### config.mk
export PLATFORM = sky130hd
export DESIGN_NAME = worker_select_arbiter
export DESIGN_NICKNAME = d
export VERILOG_FILES = /design/src/design/wsa_pkg.sv /design/src/design/worker_select_arbiter.sv
export SDC_FILE = /design/constraint.sdc
export NUM_CORES = 1
export LEC_CHECK = 0
export ABC_CLOCK_PERIOD_IN_PS = 4000
export BUFFER_PORTS_ARGS = -buffer_cell sky130_fd_sc_hd__buf_2
export CAP_MARGIN = 10
export CELL_PAD_IN_SITES_DETAIL_PLACEMENT = 0
export CELL_PAD_IN_SITES_GLOBAL_PLACEMENT = 1
export CORE_UTILIZATION = 32
export CTS_BUF_LIST = sky130_fd_sc_hd__clkbuf_16
export DETAILED_ROUTE_END_ITERATION = 8
export PLACE_DENSITY_LB_ADDON = 0.2
export RECOVER_POWER = 50
export SLEW_MARGIN = 20
export SYNTH_ARGS = -nofsm -noshare
export SYNTH_HDL_FRONTEND = slang
export SYNTH_SLANG_ARGS = --single-unit
### constraint.sdc
create_clock -name clk -period 4 [get_ports clk]
set_input_delay 0.8 -clock clk [delete_from_list [all_inputs] [get_ports clk]]
set_output_delay 0.8 -clock clk [all_outputs]
set_load 0.03 [all_outputs]
### src/design/wsa_pkg.sv
// Package for the worker select arbiter.
// Holds field widths, register indexes and policy codes; no dependencies.
package wsa_pkg;

  // Width of the per-worker masks and of the worker index field.
  localparam int MASK_BITS     = 16;
  localparam int IDX_W         = 4;
  localparam int COUNT_W       = 5;

  // Default number of workers the block is built for.
  localparam int DEF_MAX_WORKERS = 16;

  // Stream payload widths.
  localparam int IN_TDATA_W    = 40;
  localparam int OUT_TDATA_W   = 8;

  // Configuration port.
  localparam int CFG_ADDR_W    = 3;
  localparam int CFG_DATA_W    = 32;

  // Register indexes, taken from bit 2 of the byte address.
  localparam logic REG_WORKER_COUNT = 1'b0;
  localparam logic REG_POLICY_MODE  = 1'b1;

  // Selection policies.
  localparam logic MODE_ROUND_ROBIN = 1'b0;
  localparam logic MODE_RANDOM      = 1'b1;

endpackage

### src/design/worker_select_arbiter.sv
// Worker select arbiter top level: one sequencer over a shared
// compare/subtract unit. Depends on wsa_pkg.
//
// Usage:
//   A request enters on the in_ stream (requester index, long-running mask,
//   non-empty mask, random value) and one result leaves on the out_ stream:
//   the selected worker in out_tdata and the found flag in out_tuser.
//   Round-robin mode (policy_mode 0) starts at an internal pointer and takes
//   the first worker that is not long-running; the pointer then moves past
//   the grant. Random mode (policy_mode 1) starts at random_value modulo the
//   worker count, skips the requester and takes the first worker that is not
//   long-running and has queued work.
//   Sequencing: the start index is first brought below the worker count by
//   repeated subtract steps; the scan then visits 1 to 16 workers, one per
//   cycle through the shared compare unit, until one qualifies or all are seen.
//   Flow: one transaction is in flight at a time; in_tready is low from
//   acceptance until the result is taken. A stalled receiver holds the result
//   steady on out_tdata/out_tuser and keeps the input blocked.
//   Reset (rst_n low, synchronous) clears the pointer, sets worker_count to 1
//   and policy_mode to random. Registers are to be written over cfg_ only while
//   idle; the block itself does not enforce it.
module worker_select_arbiter #(
  parameter int MAX_WORKERS = wsa_pkg::DEF_MAX_WORKERS
) (
  input  logic                            clk,
  input  logic                            rst_n,
  // Request stream.
  input  logic                            in_tvalid,
  output logic                            in_tready,
  // [3:0] requester_index, [19:4] long_running_mask,
  // [35:20] nonempty_mask, [39:36] random_value
  input  logic [wsa_pkg::IN_TDATA_W-1:0]  in_tdata,
  // Result stream.
  output logic                            out_tvalid,
  input  logic                            out_tready,
  // [3:0] selected_worker, [7:4] zero
  output logic [wsa_pkg::OUT_TDATA_W-1:0] out_tdata,
  // [0] found
  output logic                            out_tuser,
  // Configuration port.
  input  logic                            cfg_psel,
  input  logic                            cfg_penable,
  input  logic                            cfg_pwrite,
  input  logic [wsa_pkg::CFG_ADDR_W-1:0]  cfg_paddr,
  input  logic [wsa_pkg::CFG_DATA_W-1:0]  cfg_pwdata,
  output logic [wsa_pkg::CFG_DATA_W-1:0]  cfg_prdata,
  output logic                            cfg_pready
);

  localparam int IDX_W   = wsa_pkg::IDX_W;
  localparam int COUNT_W = wsa_pkg::COUNT_W;
  localparam int MASK_W  = wsa_pkg::MASK_BITS;
  // Workers that can take part: bounded by the build size and the mask width.
  localparam int LIMIT   = (MAX_WORKERS < MASK_W) ? MAX_WORKERS : MASK_W;
  localparam logic [COUNT_W-1:0] LIMIT_C = COUNT_W'(LIMIT);

  typedef enum logic [1:0] {
    ST_IDLE,
    ST_REDUCE,
    ST_SCAN,
    ST_DONE
  } state_t;

  // Configuration registers.
  logic [COUNT_W-1:0] worker_count_r;
  logic               policy_mode_r;

  // Sequencer state and request payload.
  state_t             state_r, state_nxt;
  logic [IDX_W-1:0]   rr_next_r, rr_next_nxt;
  logic [IDX_W-1:0]   cand_r, cand_nxt;
  logic [COUNT_W-1:0] visited_r, visited_nxt;
  logic [IDX_W-1:0]   requester_r, requester_nxt;
  logic [MASK_W-1:0]  longrun_r, longrun_nxt;
  logic [MASK_W-1:0]  nonempty_r, nonempty_nxt;
  logic [IDX_W-1:0]   sel_r, sel_nxt;
  logic               found_r, found_nxt;

  logic [COUNT_W-1:0] eff_count;
  logic               cand_ok;
  logic               cand_last;
  logic               cfg_wr;

  // Effective worker count: zero counts as one, large values are limited.
  always_comb begin
    if (worker_count_r == '0) begin
      eff_count = COUNT_W'(1);
    end else if (worker_count_r > LIMIT_C) begin
      eff_count = LIMIT_C;
    end else begin
      eff_count = worker_count_r;
    end
  end

  // Shared compare unit: does the current candidate qualify?
  always_comb begin
    if (policy_mode_r == wsa_pkg::MODE_ROUND_ROBIN) begin
      cand_ok = !longrun_r[cand_r];
    end else begin
      cand_ok = (cand_r != requester_r) && !longrun_r[cand_r] && nonempty_r[cand_r];
    end
    cand_last = ({1'b0, cand_r} + COUNT_W'(1)) == eff_count;
  end

  // Sequencer next-state logic.
  always_comb begin
    state_nxt     = state_r;
    rr_next_nxt   = rr_next_r;
    cand_nxt      = cand_r;
    visited_nxt   = visited_r;
    requester_nxt = requester_r;
    longrun_nxt   = longrun_r;
    nonempty_nxt  = nonempty_r;
    sel_nxt       = sel_r;
    found_nxt     = found_r;
    case (state_r)
      ST_IDLE: begin
        if (in_tvalid) begin
          requester_nxt = in_tdata[3:0];
          longrun_nxt   = in_tdata[19:4];
          nonempty_nxt  = in_tdata[35:20];
          cand_nxt      = (policy_mode_r == wsa_pkg::MODE_ROUND_ROBIN) ?
                          rr_next_r : in_tdata[39:36];
          visited_nxt   = '0;
          state_nxt     = ST_REDUCE;
        end
      end
      ST_REDUCE: begin
        // Start index modulo the count, one subtraction per cycle.
        if ({1'b0, cand_r} >= eff_count) begin
          cand_nxt = cand_r - eff_count[IDX_W-1:0];
        end else begin
          state_nxt = ST_SCAN;
        end
      end
      ST_SCAN: begin
        if (cand_ok) begin
          sel_nxt   = cand_r;
          found_nxt = 1'b1;
          state_nxt = ST_DONE;
          if (policy_mode_r == wsa_pkg::MODE_ROUND_ROBIN) begin
            rr_next_nxt = cand_last ? '0 : cand_r + IDX_W'(1);
          end
        end else if (visited_r + COUNT_W'(1) == eff_count) begin
          sel_nxt   = '0;
          found_nxt = 1'b0;
          state_nxt = ST_DONE;
        end else begin
          visited_nxt = visited_r + COUNT_W'(1);
          cand_nxt    = cand_last ? '0 : cand_r + IDX_W'(1);
        end
      end
      ST_DONE: begin
        if (out_tready) begin
          state_nxt = ST_IDLE;
        end
      end
      default: begin
        state_nxt = ST_IDLE;
      end
    endcase
  end

  // State and registered outputs.
  always_ff @(posedge clk) begin
    if (!rst_n) begin
      state_r   <= ST_IDLE;
      rr_next_r <= '0;
    end else begin
      state_r   <= state_nxt;
      rr_next_r <= rr_next_nxt;
    end
    cand_r      <= cand_nxt;
    visited_r   <= visited_nxt;
    requester_r <= requester_nxt;
    longrun_r   <= longrun_nxt;
    nonempty_r  <= nonempty_nxt;
    sel_r       <= sel_nxt;
    found_r     <= found_nxt;
  end

  assign in_tready  = (state_r == ST_IDLE);
  assign out_tvalid = (state_r == ST_DONE);
  assign out_tdata  = {{(wsa_pkg::OUT_TDATA_W-IDX_W){1'b0}}, sel_r};
  assign out_tuser  = found_r;

  // Configuration writes complete in the access phase.
  assign cfg_pready = 1'b1;
  assign cfg_wr     = cfg_psel && cfg_penable && cfg_pwrite && cfg_pready;

  always_ff @(posedge clk) begin
    if (!rst_n) begin
      worker_count_r <= COUNT_W'(1);
      policy_mode_r  <= wsa_pkg::MODE_RANDOM;
    end else if (cfg_wr) begin
      case (cfg_paddr[2])
        wsa_pkg::REG_WORKER_COUNT: worker_count_r <= cfg_pwdata[COUNT_W-1:0];
        wsa_pkg::REG_POLICY_MODE:  policy_mode_r  <= cfg_pwdata[0];
        default: begin
          worker_count_r <= worker_count_r;
        end
      endcase
    end
  end

  // Register read-back.
  always_comb begin
    case (cfg_paddr[2])
      wsa_pkg::REG_WORKER_COUNT:
        cfg_prdata = {{(wsa_pkg::CFG_DATA_W-COUNT_W){1'b0}}, worker_count_r};
      wsa_pkg::REG_POLICY_MODE:
        cfg_prdata = {{(wsa_pkg::CFG_DATA_W-1){1'b0}}, policy_mode_r};
      default:
        cfg_prdata = '0;
    endcase
  end

endmodule

Yosys cells after proc, flatten, opt, wreduce, memory -nomap -nowiden
Index checks and enable logic that the tools add are counted.
{ "classes": {"addsub": 4, "multipliers": 0, "div_mod_pow": 0, "n_lt_le_gt_ge": 3, "n_eq_ne": 13, "n_shift": 0, "n_mux": 28, "bitwise": 2, "reduce_logical": 18} }
{ "ops": {"columns": ["cell", "count"], "rows": [
  ["$pmux 32 s2", 1],
  ["$mux 4", 8],
  ["$mux 5", 5],
  ["$pmux 4 s3", 1],
  ["$eq 5x5->1", 2],
  ["$mux 2", 5],
  ["$ne 2x2->1 const B", 5],
  ["$pmux 5 s2", 1],
  ["$bmux 1 s4", 2],
  ["$pmux 2 s4", 1],
  ["$reduce_and 2->1", 4],
  ["$reduce_and 4->1", 2],
  ["$add 4x1->5 const B", 1],
  ["$add 5x1->5 const B", 1],
  ["$ge 4x5->1", 1],
  ["$gt 5x5->1 const B", 1],
  ["$logic_not 5->1", 1],
  ["$lt 4x5->1 const B", 1],
  ["$reduce_and 5->1", 1],
  ["$add 4x1->4 const B", 1],
  ["$eq 2x2->1 const B", 2],
  ["$logic_and 1x1->1", 4],
  ["$mux 1", 4],
  ["$ne 4x4->1", 1],
  ["10 further kinds", 12]
]} }
{ "word_totals": {"ff_bits": 62, "latch_bits": 0, "ramBits": 0, "rom_bits": 0, "in_bits": 82, "output_inout_bits": 44, "elab_cells": 79, "n_memories": 0} }

Logic depth before layout (Yosys ltp)
{ "depth": {"ltp_word": 8, "mapped_depth": 9, "mapped_depth_nobuf": 9} }

Least setup slack after synthesis
Ideal clock, no wire load.
{ "synth_timing": {"path_kind": "reg-to-reg", "from": "register cand_r[1]", "to": "register visited_r[0], enable pin", "setup_time_ps": 287, "t_arrival_ps": 2653, "path_slack_ps": 1060, "stages_incl_launch_ff": 8, "n_path_buf": 1, "synth_period_minus_slack_ps": 2940, "path_cell_list": "edfxtp_1 -> clkbuf_1 -> mux4_2 -> mux4_2 -> a311o_1 -> or2_4 -> a21boi_1 -> nor2_1"} }
{ "synth_via": {"elab_chain_len": 8} }
{ "synth_lines": {"columns": ["element", "line", "source"], "rows": [
  ["start: declaration", "worker_select_arbiter.sv:71", "logic [IDX_W-1:0] cand_r, cand_nxt;"],
  ["start signal: assignment", "worker_select_arbiter.sv:173", "cand_r <= cand_nxt;"],
  ["$bmux 1 s4", "worker_select_arbiter.sv:98, worker_select_arbiter.sv:100", null],
  ["$mux 1 (implied by the code)", "worker_select_arbiter.sv:98, worker_select_arbiter.sv:100", null],
  ["$logic_not 1->1", "worker_select_arbiter.sv:98, worker_select_arbiter.sv:100", null],
  ["$logic_and 1x1->1 (2 in a row)", "worker_select_arbiter.sv:100", "cand_ok = (cand_r != requester_r) && !longrun_r[cand_r] && nonempty_r[cand_r];"],
  ["$mux 1 (*)", "worker_select_arbiter.sv:97", "if (policy_mode_r == wsa_pkg::MODE_ROUND_ROBIN) begin"],
  ["$ne 2x2->1 (no line) (*)", null, null],
  ["$reduce_and 4->1 (no line) (*)", null, null],
  ["end signal: assignment", "worker_select_arbiter.sv:174", "visited_r <= visited_nxt;"],
  ["end: declaration", "worker_select_arbiter.sv:72", "logic [COUNT_W-1:0] visited_r, visited_nxt;"]
]} }
Every way passes the cells marked *; elsewhere a longest branch is shown, timed or not. The select of a mux whose other input is x is not followed.
A chain may end at the register's enable or synchronous reset.

Worst setup path after layout
{ "layout_timing": {"from": "register cand_r[0]", "to": "register visited_r[3], enable pin"} }
The elaborated chain is that of the path after synthesis.

==> impl_summary.md <==
Run status
The run finished, with violations left. The final reports fail on capacitance limit, slew limit.

Yosys
After technology mapping, the gate count stands at 272. The post-synthesis sequential area ratio is 0.521. The proportion of synthesized flip-flops having asynchronous set or reset is 0. The register bit total from synthesis is 62.

In this run, synthesis inferred 50 flip-flops with an integrated enable. In the synthesized netlist the dominant register cell turns out to be sky130_fd_sc_hd__edfxtp_1. Counting distinct cell types in the post-synthesis netlist gives 53.

The post-synthesis cell area is around 3300 sq um. A synthesized cell averages approximately 12 sq um. The Yosys step of the flow raised 0 warnings.

Final layout
The number of fillers in the final layout is 975. The antenna diode count is 0. The most common library cell in the layout ignoring fill and taps is sky130_fd_sc_hd__buf_2. At the end of the flow, the number of nets in the layout was 433. In the final layout, the share of cells above drive strength 1 is 0.262.

The area growth from synthesis to layout is 19.0%. The library cells used most frequently in the layout, excluding fill and tap cells, are sky130_fd_sc_hd__buf_2 (58), sky130_fd_sc_hd__edfxtp_1 (50), sky130_fd_sc_hd__conb_1 (32). The final cell count without fillers is 477.

Floorplanning
The initial utilization of the core area, before any placement, comes to 0.336. The I/O pin total is 126. In this run the core area contains 36 standard-cell rows. Measured along the y axis, the die boundary spans 104 um.

In this run the standard cell core region covers 9950 sq um. The overall die width is 104 um. The die covers roughly 11000 sq um.

Setup path
The critical path crosses 7 cells after its start point. The most prevalent standard cell on the critical path is sky130_fd_sc_hd__mux4_2. The critical-path maximum fanout is 9. The worst-case reg-to-reg path depth is 7. The combined buffer and inverter count along the critical path is 1.

Grouping stages by cell kind, the critical path spends the most delay in multiplexers. Data arrives at the worst endpoint at 3.12 ns. For this run, the slowest stage of the critical path takes 0.69 ns. The largest individual stage delay along the critical path comes from the cell sky130_fd_sc_hd__edfxtp_1. The critical path is of the register to register type. Walking the worst path, the cells encountered are mux4_2, mux4_2, a311o_1, or2_4, a21boi_1, buf_4, nor2_1.

The worst register-to-register path ends at visited_r[3]$_SDFFCE_PN0P_. The type of origin of the critical path is a register. In this run the worst setup path begins at cand_r[0]$_DFFE_PP_.

The internal reg-to-reg setup slack is 0.94 ns. At the worst endpoint, the required time is 4.06 ns. The startpoint identified for the worst register-to-register timing path is cand_r[0]$_DFFE_PP_.

The kind of end point of the critical path is a register.

Route
The post-route antenna net violation count is 0. After the first detailed-routing iteration, the DRC count stood at 60. Before antenna repair, the detailed router went through 4 iterations.

The post-detailed-route wirelength per cell is 13.7 um. The post-route DRC violation count is 0. The final routed wirelength across all metal layers is 6.52 mm. Using the TritonRoute via totals, the vias-per-cell ratio works out to 4.44.

The via count is roughly 2100.

Clock network
The count of instances resized after the clock tree is built is 0. The clock root buffer is sky130_fd_sc_hd__clkbuf_16. The maximum level of the CTS H-tree is 3. The clock latency on the worst-skew pair is 0.33 ns. The tree built by TritonCTS fans out to a little over 60 sinks.

The number of buffers on the longest clock path is 2. Post-CTS timing repair inserted 0 buffers for setup. The clock tree from TritonCTS is yes. The clock transition at the registers of the reported paths is 0.06 ns. The number of buffers inserted by hold repair at cts is 0. Buffers inserted during clock tree synthesis total 9.

Timing
Setup total negative slack on the finished layout was measured at 0 ns. In this run the tightest slew margin relative to its limit is -0.218. The final setup violation count is 0.

Setup repair after global routing left no endpoint under its margin. Dividing the final minimum period by the clock period gives 0.764. The setup clock skew after layout is 0.00626 ns. The maximum clock rate is 0.327 GHz. For the finished layout, the period the worst path requires is just over 3 ns. The final hold violation count is 0. The slew at the pin closest to its max-slew limit is 1.83 ns. The max-slew violation total from the final report was 37.

Placement
The number of port buffers is 64. Detailed placement ended at an HPWL of roughly 4.8 mm. The count of placed standard cells including taps is 461.

The routability congestion estimate is a little under 0.8.

Worst hold path
The worst hold path cell count is 2. The worst min-delay path endpoint is rr_next_r[1]$_SDFFE_PN0P_. The min-delay analysis places its worst path in the category register to register.

The start point of the worst hold path is rr_next_r[1]$_SDFFE_PN0P_.

Power and ir drop
The areal power density over the cells is roughly 740 nW/um^2. The analysis attributes to cell leakage a power of 1.57 nW. The worst supply voltage drop on vdd is 345 uV.

Global routing
For this run, the total global-route usage over all layers was measured as 0.130. The first-pass GRT wire length is 10.8 mm. The pin count of the biggest net entering global routing is 37. For this run the aggregate overflow at the end of global routing stands at 0. The number of global-route vias before repair is approximately 2200. The number of antenna violations at the first check in global routing is 0.

Job
The number of max-cap violations is 1.
worst reg2reg max path, cell delays in order (launching register included):
cell and delay, ns:
sky130_fd_sc_hd__edfxtp_1 0.69, sky130_fd_sc_hd__mux4_2 0.57, sky130_fd_sc_hd__mux4_2 0.52, sky130_fd_sc_hd__a311o_1 0.29
sky130_fd_sc_hd__or2_4 0.26, sky130_fd_sc_hd__a21boi_1 0.17, sky130_fd_sc_hd__buf_4 0.18, sky130_fd_sc_hd__nor2_1 0.12
per-layer routing:
layer	up-vias	wire length, um	global-route usage
met4	0	82	0.0459
li1	1066	-	-
met5	-	0	0
met2	63	3220	0.215
met1	981	2970	0.162
met3	7	254	0.0370
Yosys cell counts (3+ instances only):
cell                        n  share of area
sky130_fd_sc_hd__a211oi_1   4         0.0090
sky130_fd_sc_hd__a21boi_1   5          0.011
sky130_fd_sc_hd__a21oi_1    7          0.010
sky130_fd_sc_hd__a32oi_1    4          0.010
sky130_fd_sc_hd__and2_1     6          0.011
sky130_fd_sc_hd__buf_4     32          0.072
sky130_fd_sc_hd__clkbuf_1   8         0.0090
sky130_fd_sc_hd__dfxtp_1   12          0.072
sky130_fd_sc_hd__edfxtp_1  50           0.45
sky130_fd_sc_hd__ha_1      11          0.041
sky130_fd_sc_hd__inv_1     10          0.011
sky130_fd_sc_hd__mux2i_1    6          0.018
sky130_fd_sc_hd__mux4_2     9          0.061
sky130_fd_sc_hd__nand2_1   12          0.013
sky130_fd_sc_hd__nand2b_1   4         0.0075
sky130_fd_sc_hd__nand3_1   10          0.015
sky130_fd_sc_hd__nor2_1     9          0.010
sky130_fd_sc_hd__nor2b_1   15          0.028
sky130_fd_sc_hd__nor3_1     3         0.0045
sky130_fd_sc_hd__o21ai_0    3         0.0045
sky130_fd_sc_hd__xnor2_1    5          0.013
sky130_fd_sc_hd__xor2_1     8          0.021
report_power, final:
group / internal (mW) / switching, mW
sequential: 0.941 / 0.138
clock: 0.482 / 0.288
combinational: 0.474 / 0.616
total: 1.90 / 1.04
through the flow:
step	instance area (sq um)	setup slack (ns)	hold WS, ns	power (mW)	util
final	3970	0.944	0.446	2.94	0.399
after global routing	3970	0.705	0.470	3.16	0.399
after detailed placement	3680	0.880	0.441	2.20	0.370
after CTS	3990	0.838	0.449	2.99	0.400
after global placement	3680	0.858	0.436	2.20	0.370
after floorplan	3450	1.06	0.426	1.94	-
cells by family after synthesis:
logic type | share of synthesized area
xor gates and xnor gates | 0.0408
and+or+nand+nor | 0.122
AOI/OAI and AO/OA | 0.0828
buffers and inverters | 0.0981
adders and majority gates | 0.0472
muxes | 0.0854
other | 0.00225
DFF | 0.521
cell type report:
class,instances,area (sq um),share of cell area
tap,133,166,0.0419
sequential,62,1740,0.438
clock inverter,7,75.1,0.0189
inverter,11,42.5,0.0107
clock buffer,9,225,0.0567
timing repair buffer,68,339,0.0853
multi-input combinational,187,1380,0.348
worst max-delay path by stage:
stage                                 endpoint  slack (ns)
detailed placement  visited_r[3]$_SDFFCE_PN0P_        0.88
CTS                 visited_r[3]$_SDFFCE_PN0P_        0.84
finish              visited_r[3]$_SDFFCE_PN0P_        0.94
global route        visited_r[3]$_SDFFCE_PN0P_        0.71
global placement    visited_r[2]$_SDFFCE_PN0P_        0.86
floorplan           visited_r[0]$_SDFFCE_PN0P_        1.06
sequential cells by signal (all words and copies together) (netlist names):
register and count:
worker_count_r 5, visited_r 5, cand_r 4, policy_mode_r 1, requester_r 4, rr_next_r 4, longrun_r 16, sel_r 4
state_r 2, out_tuser 1, nonempty_r 16
Power figures use the tool's default switching activity.
